### config.mk
export PLATFORM = sky130hd
export DESIGN_NAME = ole_ctrl
export DESIGN_NICKNAME = d
export VERILOG_FILES = /design/src/rtl/ole_pkg.sv /design/src/rtl/ole_ctrl.sv
export SDC_FILE = /design/constraint.sdc
export NUM_CORES = 1
export LEC_CHECK = 0
export BUFFER_PORTS_ARGS = -buffer_cell sky130_fd_sc_hd__buf_2
export CAP_MARGIN = 20
export CORE_AREA = 10 10 47 49
export CTS_BUF_LIST = sky130_fd_sc_hd__clkbuf_16
export CTS_CLUSTER_DIAMETER = 50
export CTS_CLUSTER_SIZE = 14
export DETAILED_ROUTE_END_ITERATION = 16
export DIE_AREA = 0 0 57 59
export GPL_TIMING_DRIVEN = 0
export PLACE_DENSITY_LB_ADDON = 0.3
export SYNTH_ARGS = -nofsm -noshare
export SYNTH_HDL_FRONTEND = slang
export SYNTH_SLANG_ARGS = --single-unit
### constraint.sdc
create_clock -name i_clk -period 2.95 [get_ports i_clk]
set_input_delay 0.4425 -clock i_clk [delete_from_list [all_inputs] [get_ports i_clk]]
set_output_delay 0.4425 -clock i_clk [all_outputs]
set_load 0.02 [all_outputs]
### src/rtl/ole_pkg.sv
// ----------------------------------------------------------------------------
// ole_pkg
// Shared constants, codes and controller/datapath interface types for the
// ordered list engine.
// ----------------------------------------------------------------------------
package ole_pkg;

    localparam int CAPACITY = 256;
    localparam int IDX_W    = $clog2(CAPACITY);
    localparam int CNT_W    = $clog2(CAPACITY + 1);

    localparam int ACT_W    = 3;
    localparam int POS_W    = 9;
    localparam int VAL_W    = 32;
    localparam int FPOS_W   = 8;
    localparam int LEN_W    = 9;

    localparam logic [ACT_W-1:0] ACT_INSERT     = 3'd0;
    localparam logic [ACT_W-1:0] ACT_REMOVE_POS = 3'd1;
    localparam logic [ACT_W-1:0] ACT_REMOVE_VAL = 3'd2;
    localparam logic [ACT_W-1:0] ACT_READ_POS   = 3'd3;
    localparam logic [ACT_W-1:0] ACT_SEARCH     = 3'd4;

    typedef enum logic [1:0] {
        ST_OK,
        ST_RANGE,
        ST_NOTFOUND,
        ST_FULL
    } t_status;

    typedef enum logic [2:0] {
        IDX_HOLD,
        IDX_COUNT,
        IDX_POS,
        IDX_ZERO,
        IDX_INC,
        IDX_DEC
    } t_idx_op;

    typedef enum logic [1:0] {
        RD_IDX,
        RD_IDX_M1,
        RD_IDX_P1
    } t_rd_sel;

    typedef enum logic {
        WR_SHIFT,
        WR_PUT
    } t_wr_sel;

    typedef enum logic [1:0] {
        RES_ZERO,
        RES_VAL,
        RES_ENTRY
    } t_res_src;

    typedef enum logic [3:0] {
        S_IDLE,
        S_DECODE,
        S_INS_LOOP,
        S_INS_WR,
        S_SCAN,
        S_CHECK,
        S_DEL_LOOP,
        S_DEL_WR,
        S_DONE
    } t_state;

    typedef struct packed {
        logic     load_req;
        t_idx_op  idx_op;
        logic     rd_en;
        t_rd_sel  rd_sel;
        logic     wr_en;
        t_wr_sel  wr_sel;
        logic     cnt_inc;
        logic     cnt_dec;
        logic     res_load;
        t_status  res_status;
        t_res_src res_src;
        logic     out_load;
    } t_dp_cmd;

    typedef struct packed {
        logic [ACT_W-1:0] act;
        logic             pos_gt_count;
        logic             pos_ge_count;
        logic             count_full;
        logic             idx_gt_pos;
        logic             idx_lt_count;
        logic             idx_p1_lt_count;
        logic             val_match;
        logic             out_free;
    } t_dp_status;

endpackage

### src/rtl/ole_ctrl.sv
// ----------------------------------------------------------------------------
// ole_ctrl
// Request sequencer: decodes one request and steps the datapath through
// scan, shift and result phases.
// ----------------------------------------------------------------------------
module ole_ctrl (
    input  logic                i_clk,
    input  logic                i_rst_n,
    input  logic                i_in_fire,
    input  ole_pkg::t_dp_status i_status,
    output ole_pkg::t_dp_cmd    o_cmd,
    output logic                o_busy
);
    import ole_pkg::*;

    t_state r_state;
    t_state n_state;
    logic   w_positional;
    logic   w_removes;
    logic   w_hit;

    assign w_positional = i_status.act inside {ACT_REMOVE_POS, ACT_READ_POS};
    assign w_removes    = i_status.act inside {ACT_REMOVE_POS, ACT_REMOVE_VAL};
    assign w_hit        = w_positional || i_status.val_match;

    always_ff @(posedge i_clk) begin
        if (!i_rst_n) begin
            r_state <= S_IDLE;
        end else begin
            r_state <= n_state;
        end
    end

    // next state
    always_comb begin
        n_state = r_state;
        case (r_state)
            S_IDLE: begin
                if (i_in_fire) begin
                    n_state = S_DECODE;
                end
            end
            S_DECODE: begin
                case (i_status.act)
                    ACT_INSERT: begin
                        if (i_status.pos_gt_count || i_status.count_full) begin
                            n_state = S_DONE;
                        end else begin
                            n_state = S_INS_LOOP;
                        end
                    end
                    ACT_REMOVE_POS, ACT_READ_POS: begin
                        n_state = i_status.pos_ge_count ? S_DONE : S_SCAN;
                    end
                    ACT_REMOVE_VAL, ACT_SEARCH: begin
                        n_state = S_SCAN;
                    end
                    default: begin
                        n_state = S_DONE;
                    end
                endcase
            end
            S_INS_LOOP: begin
                n_state = i_status.idx_gt_pos ? S_INS_WR : S_DONE;
            end
            S_INS_WR: begin
                n_state = S_INS_LOOP;
            end
            S_SCAN: begin
                n_state = i_status.idx_lt_count ? S_CHECK : S_DONE;
            end
            S_CHECK: begin
                if (w_hit) begin
                    n_state = w_removes ? S_DEL_LOOP : S_DONE;
                end else begin
                    n_state = S_SCAN;
                end
            end
            S_DEL_LOOP: begin
                n_state = i_status.idx_p1_lt_count ? S_DEL_WR : S_DONE;
            end
            S_DEL_WR: begin
                n_state = S_DEL_LOOP;
            end
            S_DONE: begin
                if (i_status.out_free) begin
                    n_state = S_IDLE;
                end
            end
            default: begin
                n_state = S_IDLE;
            end
        endcase
    end

    // datapath commands
    always_comb begin
        o_cmd            = '0;
        o_cmd.idx_op     = IDX_HOLD;
        o_cmd.rd_sel     = RD_IDX;
        o_cmd.wr_sel     = WR_SHIFT;
        o_cmd.res_status = ST_OK;
        o_cmd.res_src    = RES_ZERO;
        o_busy           = 1'b1;
        case (r_state)
            S_IDLE: begin
                o_busy         = 1'b0;
                o_cmd.load_req = i_in_fire;
            end
            S_DECODE: begin
                case (i_status.act)
                    ACT_INSERT: begin
                        if (i_status.pos_gt_count) begin
                            o_cmd.res_load   = 1'b1;
                            o_cmd.res_status = ST_RANGE;
                        end else if (i_status.count_full) begin
                            o_cmd.res_load   = 1'b1;
                            o_cmd.res_status = ST_FULL;
                        end else begin
                            o_cmd.idx_op = IDX_COUNT;
                        end
                    end
                    ACT_REMOVE_POS, ACT_READ_POS: begin
                        if (i_status.pos_ge_count) begin
                            o_cmd.res_load   = 1'b1;
                            o_cmd.res_status = ST_RANGE;
                        end else begin
                            o_cmd.idx_op = IDX_POS;
                        end
                    end
                    ACT_REMOVE_VAL, ACT_SEARCH: begin
                        o_cmd.idx_op = IDX_ZERO;
                    end
                    default: begin
                        o_cmd.res_load   = 1'b1;
                        o_cmd.res_status = ST_RANGE;
                    end
                endcase
            end
            S_INS_LOOP: begin
                if (i_status.idx_gt_pos) begin
                    o_cmd.rd_en  = 1'b1;
                    o_cmd.rd_sel = RD_IDX_M1;
                end else begin
                    // idx has reached the target position: drop the new value in
                    o_cmd.wr_en    = 1'b1;
                    o_cmd.wr_sel   = WR_PUT;
                    o_cmd.cnt_inc  = 1'b1;
                    o_cmd.res_load = 1'b1;
                    o_cmd.res_src  = RES_VAL;
                end
            end
            S_INS_WR: begin
                o_cmd.wr_en  = 1'b1;
                o_cmd.idx_op = IDX_DEC;
            end
            S_SCAN: begin
                if (i_status.idx_lt_count) begin
                    o_cmd.rd_en = 1'b1;
                end else begin
                    o_cmd.res_load   = 1'b1;
                    o_cmd.res_status = ST_NOTFOUND;
                end
            end
            S_CHECK: begin
                if (w_hit) begin
                    o_cmd.res_load = 1'b1;
                    o_cmd.res_src  = RES_ENTRY;
                end else begin
                    o_cmd.idx_op = IDX_INC;
                end
            end
            S_DEL_LOOP: begin
                if (i_status.idx_p1_lt_count) begin
                    o_cmd.rd_en  = 1'b1;
                    o_cmd.rd_sel = RD_IDX_P1;
                end else begin
                    o_cmd.cnt_dec = 1'b1;
                end
            end
            S_DEL_WR: begin
                o_cmd.wr_en  = 1'b1;
                o_cmd.idx_op = IDX_INC;
            end
            S_DONE: begin
                o_cmd.out_load = i_status.out_free;
            end
            default: begin
                o_busy = 1'b1;
            end
        endcase
    end

endmodule

== Word-level counts from Yosys, hierarchy flattened ==
Index checks and enable logic that the tools add are counted.
Widths: inputs -> output; s select.

* Bits in registers: 4
* Input bits: 14

* Eq/ne operators: 14
* Multiplexer cells: 42
* Reduce and logical (&&, ||, !) cells: 10

{| class="wikitable"
|+ Operators with widths
! kind !! count
|-
| $mux 4 || 9
|-
| $pmux 4 s9 || 1
|-
| $mux 3 || 8
|-
| $pmux 3 s3 || 2
|-
| $eq 4x3->1 const B || 4
|-
| $pmux 2 s2 || 3
|-
| $pmux 3 s4 || 1
|-
| $pmux 4 s3 || 1
|-
| $mux 1 || 11
|-
| $eq 4x2->1 const B || 2
|-
| $eq 3x2->1 const B || 2
|-
| $mux 2 || 3
|-
| $reduce_or 2->1 || 3
|-
| $eq 4x1->1 const B || 1
|-
| $eq 4x4->1 const B || 1
|-
| $logic_not 4->1 || 1
|-
| $ne 2x2->1 const B || 2
|-
| $pmux 1 s4 || 1
|-
| $reduce_bool 2->1 || 2
|-
| $eq 3x1->1 const B || 1
|-
| $eq 3x3->1 const B || 1
|-
| $logic_not 3->1 || 1
|-
| $pmux 1 s3 || 1
|-
| $logic_or 1x1->1 || 2
|-
| 2 further kinds || 2
|}

== Depth between registers and ports, before layout ==
* Depth after elaboration: 5
* Mapped depth: 6
* Gate-level depth less buffers: 5

== Worst setup path before layout ==
Ideal clock, no wire load.

* Path kind: in2out
* Start: input i_status[10] (netlist name)
* End: output o_cmd[13] (netlist name)
* Arrival time: 1.538 ns
* Required time: 2.508 ns
* Path slack: 0.969 ns
* Cell stages on the path: 5
* Path through: clkbuf_1 o21bai_1 o21ai_0 o21ba_2 nor3_1

{| class="wikitable"
|+ RTL lines
! item !! line !! source
|-
| start: declaration || ole_ctrl.sv:10 || <nowiki>input ole_pkg::t_dp_status i_status,</nowiki>
|-
| end: declaration || ole_ctrl.sv:11 || <nowiki>output ole_pkg::t_dp_cmd o_cmd,</nowiki>
|}

==> out/metrics.yaml <==
worst_setup_path:
  path_buf_inv: 2
  arrival_ns: 1.85
  start_kind: "flip-flop"
  end_kind: "output pin"
  crit_path_max_incr_delay_ns: 0.50
  critPathTopFamily: "simple AND/OR/NAND/NOR gates"
  critPathKind: "flip-flop to output pin"
  timing.critical_path.cells: "nand2b_4, or3_4, or3b_2, inv_1, buf_2"
  required_ns: 2.51
  slowest_stage: "or3b_2"
  path_depth: 5
  critPathMaxFanout: 9
  r2r_cells: 4
sta:
  min_period_ns: 2.297
  max_freq_mhz: 435.3
  finalSetupViolations: 0
  worst-slew-pin-transition_ns: 0.4638
  grt_setup_unrepaired: "false"
  finClkSkew_ns: 0.0006372
  fin_ws_ns: 0.6528
  finalSetupTns_ns: 0
  maxSlewViolCount: 0
  hold_viol_final: 0
  slew_headroom_pct: 69.02
  timing.final.crit_share_pct: 77.87
synth:
  synth.top_cell.area_share_pct: 14.92
  syn-num-nets: 95
  seq_area_frac_synth_pct: 14.92
  ys_top_cells_by_area: "dfxtp_1 (15%), nor2_1 (9.8%), nand2_1 (5.6%)"
  syn_area_um2: 536.8
  synth_cells: 81
  yosys_warnings: 0
  synthDistinctLibCells: 36
  syn_avg_cell_area_um2: 6.627
  synth-seq-cells: 4
  yosys.area.top_type: "dfxtp_1"
outcome:
  status: "finished clean"
global_route:
  grt_pass1_wl_um: 2946
  grt_max_degree: 11
  grt.total_usage_pct: 10.44
  antenna_found_initial: 0
  grt_pass1_vias: 678
  grt_overflow_total: 0
floorplan:
  io_pins: 32
  start_util_pct: 38.30
  core-area_mm2: 0.001401
  die_w_um: 57
  dieArea_mm2: 0.003363
  die_h_um: 59
  row_count: 14
cts:
  htreeDepth: 1
  cts.sinks: 4
  cts_buffer_depth: 2
  cts_made_buffers: 3
  clk_pin_slew_ns: 0.03
  cts_setup_buffers: 0
  clk_latency_ns: 0.22
  cts_resized: 0
  hold_buffers: 0
  cts_root_buf: "clkbuf_16"
  cts_tree: "built"
detailed_routing:
  route.detailed.drc: 0
  wirelength_um: 1786
  drt_iter0_markers: 25
  drtPass1Iterations: 4
  ant_nets: 0
  avgViaCountPerCell: 5.254
  via_count: 683
  wl_per_cell_um: 13.74
pwr:
  peakVddDrop_mv: 0.1847
  p_leak_nw: 0.4312
  total_power_uw: 394.6
  p_per_area_mw_per_mm2: 504.6
layout:
  reg_top3: "r_state x4"
  drive_gt1_share_pct: 39.47
  regMostFlops: "r_state"
  multiInputGateArea_um2: 404.1
  fillers: 161
  largest_reg_flops: 4
  fin_area_um2: 782.0
  fin_nets: 130
  seq_area_um2: 80.08
  syn_to_final_growth_pct: 45.69
  n_antenna_cell: 0
placed_design:
  port_buffers: 30
  placed_cell_area_um2: 706.9
  place_ws_ns: 0.8528
  gp_congestion: 0.7879
  dpl.hpwl_um: 1480
hold_path:
  hold_path_class: "primary input to flip-flop"
  holdPathStages: 2
job:
  cap_viol_max_count: 0
metal layers:
metal / up-vias / share of wire [%] / GRT usage [%] / routed length (µm)
li1: 357 / - / - / -
met1: 297 / 44 / 11.11 / 788
met2: 27 / 48 / 17.98 / 855
met3: 2 / 7.1 / 3.863 / 126
met4: 0 / 0.84 / 4.698 / 15
met5: - / 0 / 0 / 0
path summary, 6_finish.rpt:
check	start	endpoint	slack, ns
min reg2reg	r_state[0]	r_state[3]	0.72
min	i_rst_n	r_state[3]	0.44
max	r_state[3]	o_cmd[14]	0.65
max reg2reg	r_state[3]	r_state[1]	1.27
placed cells by master, fill, tap and decap left out, drive strengths merged, types with 3 or more instances in the layout:
cell | synthesis | layout
buf | 3 | 33
nor2 | 14 | 14
nand2 | 8 | 8
clkbuf | 3 | 6
inv | 5 | 5
o21ai | 4 | 4
dfxtp | 4 | 4
nor2b | 3 | 3
a21oi | 3 | 3
a31oi | 3 | 3
power breakdown:
group	switching [mW]	total [mW]	internal [mW]
Combinational	0.0695	0.120	0.0501
Sequential	0.00442	0.0636	0.0592
Clock	0.0383	0.211	0.173
worst reg2reg max path: stages (launching register included):
cell and delay (ns):
dfxtp_1 0.38, nand2b_4 0.19, or3_4 0.35, or4b_1 0.51
a31oi_1 0.17
cell families after synthesis:
| kind of cell | after synthesis | share of synthesized area [%] |
|---|---|---|
| AO/OA/AOI/OAI | 23 | 29.37 |
| multiplexers | 1 | 2.098 |
| AND/OR/NAND/NOR | 41 | 42.19 |
| flip-flops | 4 | 14.92 |
| XOR/XNOR | 1 | 1.632 |
| buffers and inverters | 11 | 9.790 |
cells in the mapped netlist (all sizes together):
master  count
buf         3
nor4        1
a21o        1
nor2b       3
nor3        1
o32ai       1
or3b        1
a31oi       3
and3        1
o21a        1
nand3       1
a21oi       3
o211ai      2
o211a       1
o22ai       1
nor3b       1
clkbuf      3
o21ba       1
nor2       14
inv         5
or4b        1
xnor2       1
or2         2
dfxtp       4
nand2b      2
nand2       8
a22oi       2
and2b       2
nor4b       1
a22o        1
o21ai       4
o21bai      2
mux2        1
or3         2
metrics by stage:
stage / hold slack (ns) / utilization, % / cells
5_1_grt: 0.4496 / 55.80 / 130
6_report: 0.4385 / 55.80 / 130
4_1_cts: 0.4383 / 55.80 / 130
2_1_floorplan: 0.5601 / - / 81
3_3_place_gp: 0.6608 / 50.45 / 127
3_5_place_dp: 0.6717 / 50.45 / 127
area by class of cell:
cell class | instances | area share [%]
repair buffers | 30 | 19.20
inverters | 5 | 2.400
clock buffers | 3 | 9.600
flip-flops and latches | 4 | 10.24
well taps | 16 | 2.560
plain buffers | 6 | 4.320
multi-input cells | 66 | 51.68
Power figures use the tool's default switching activity.
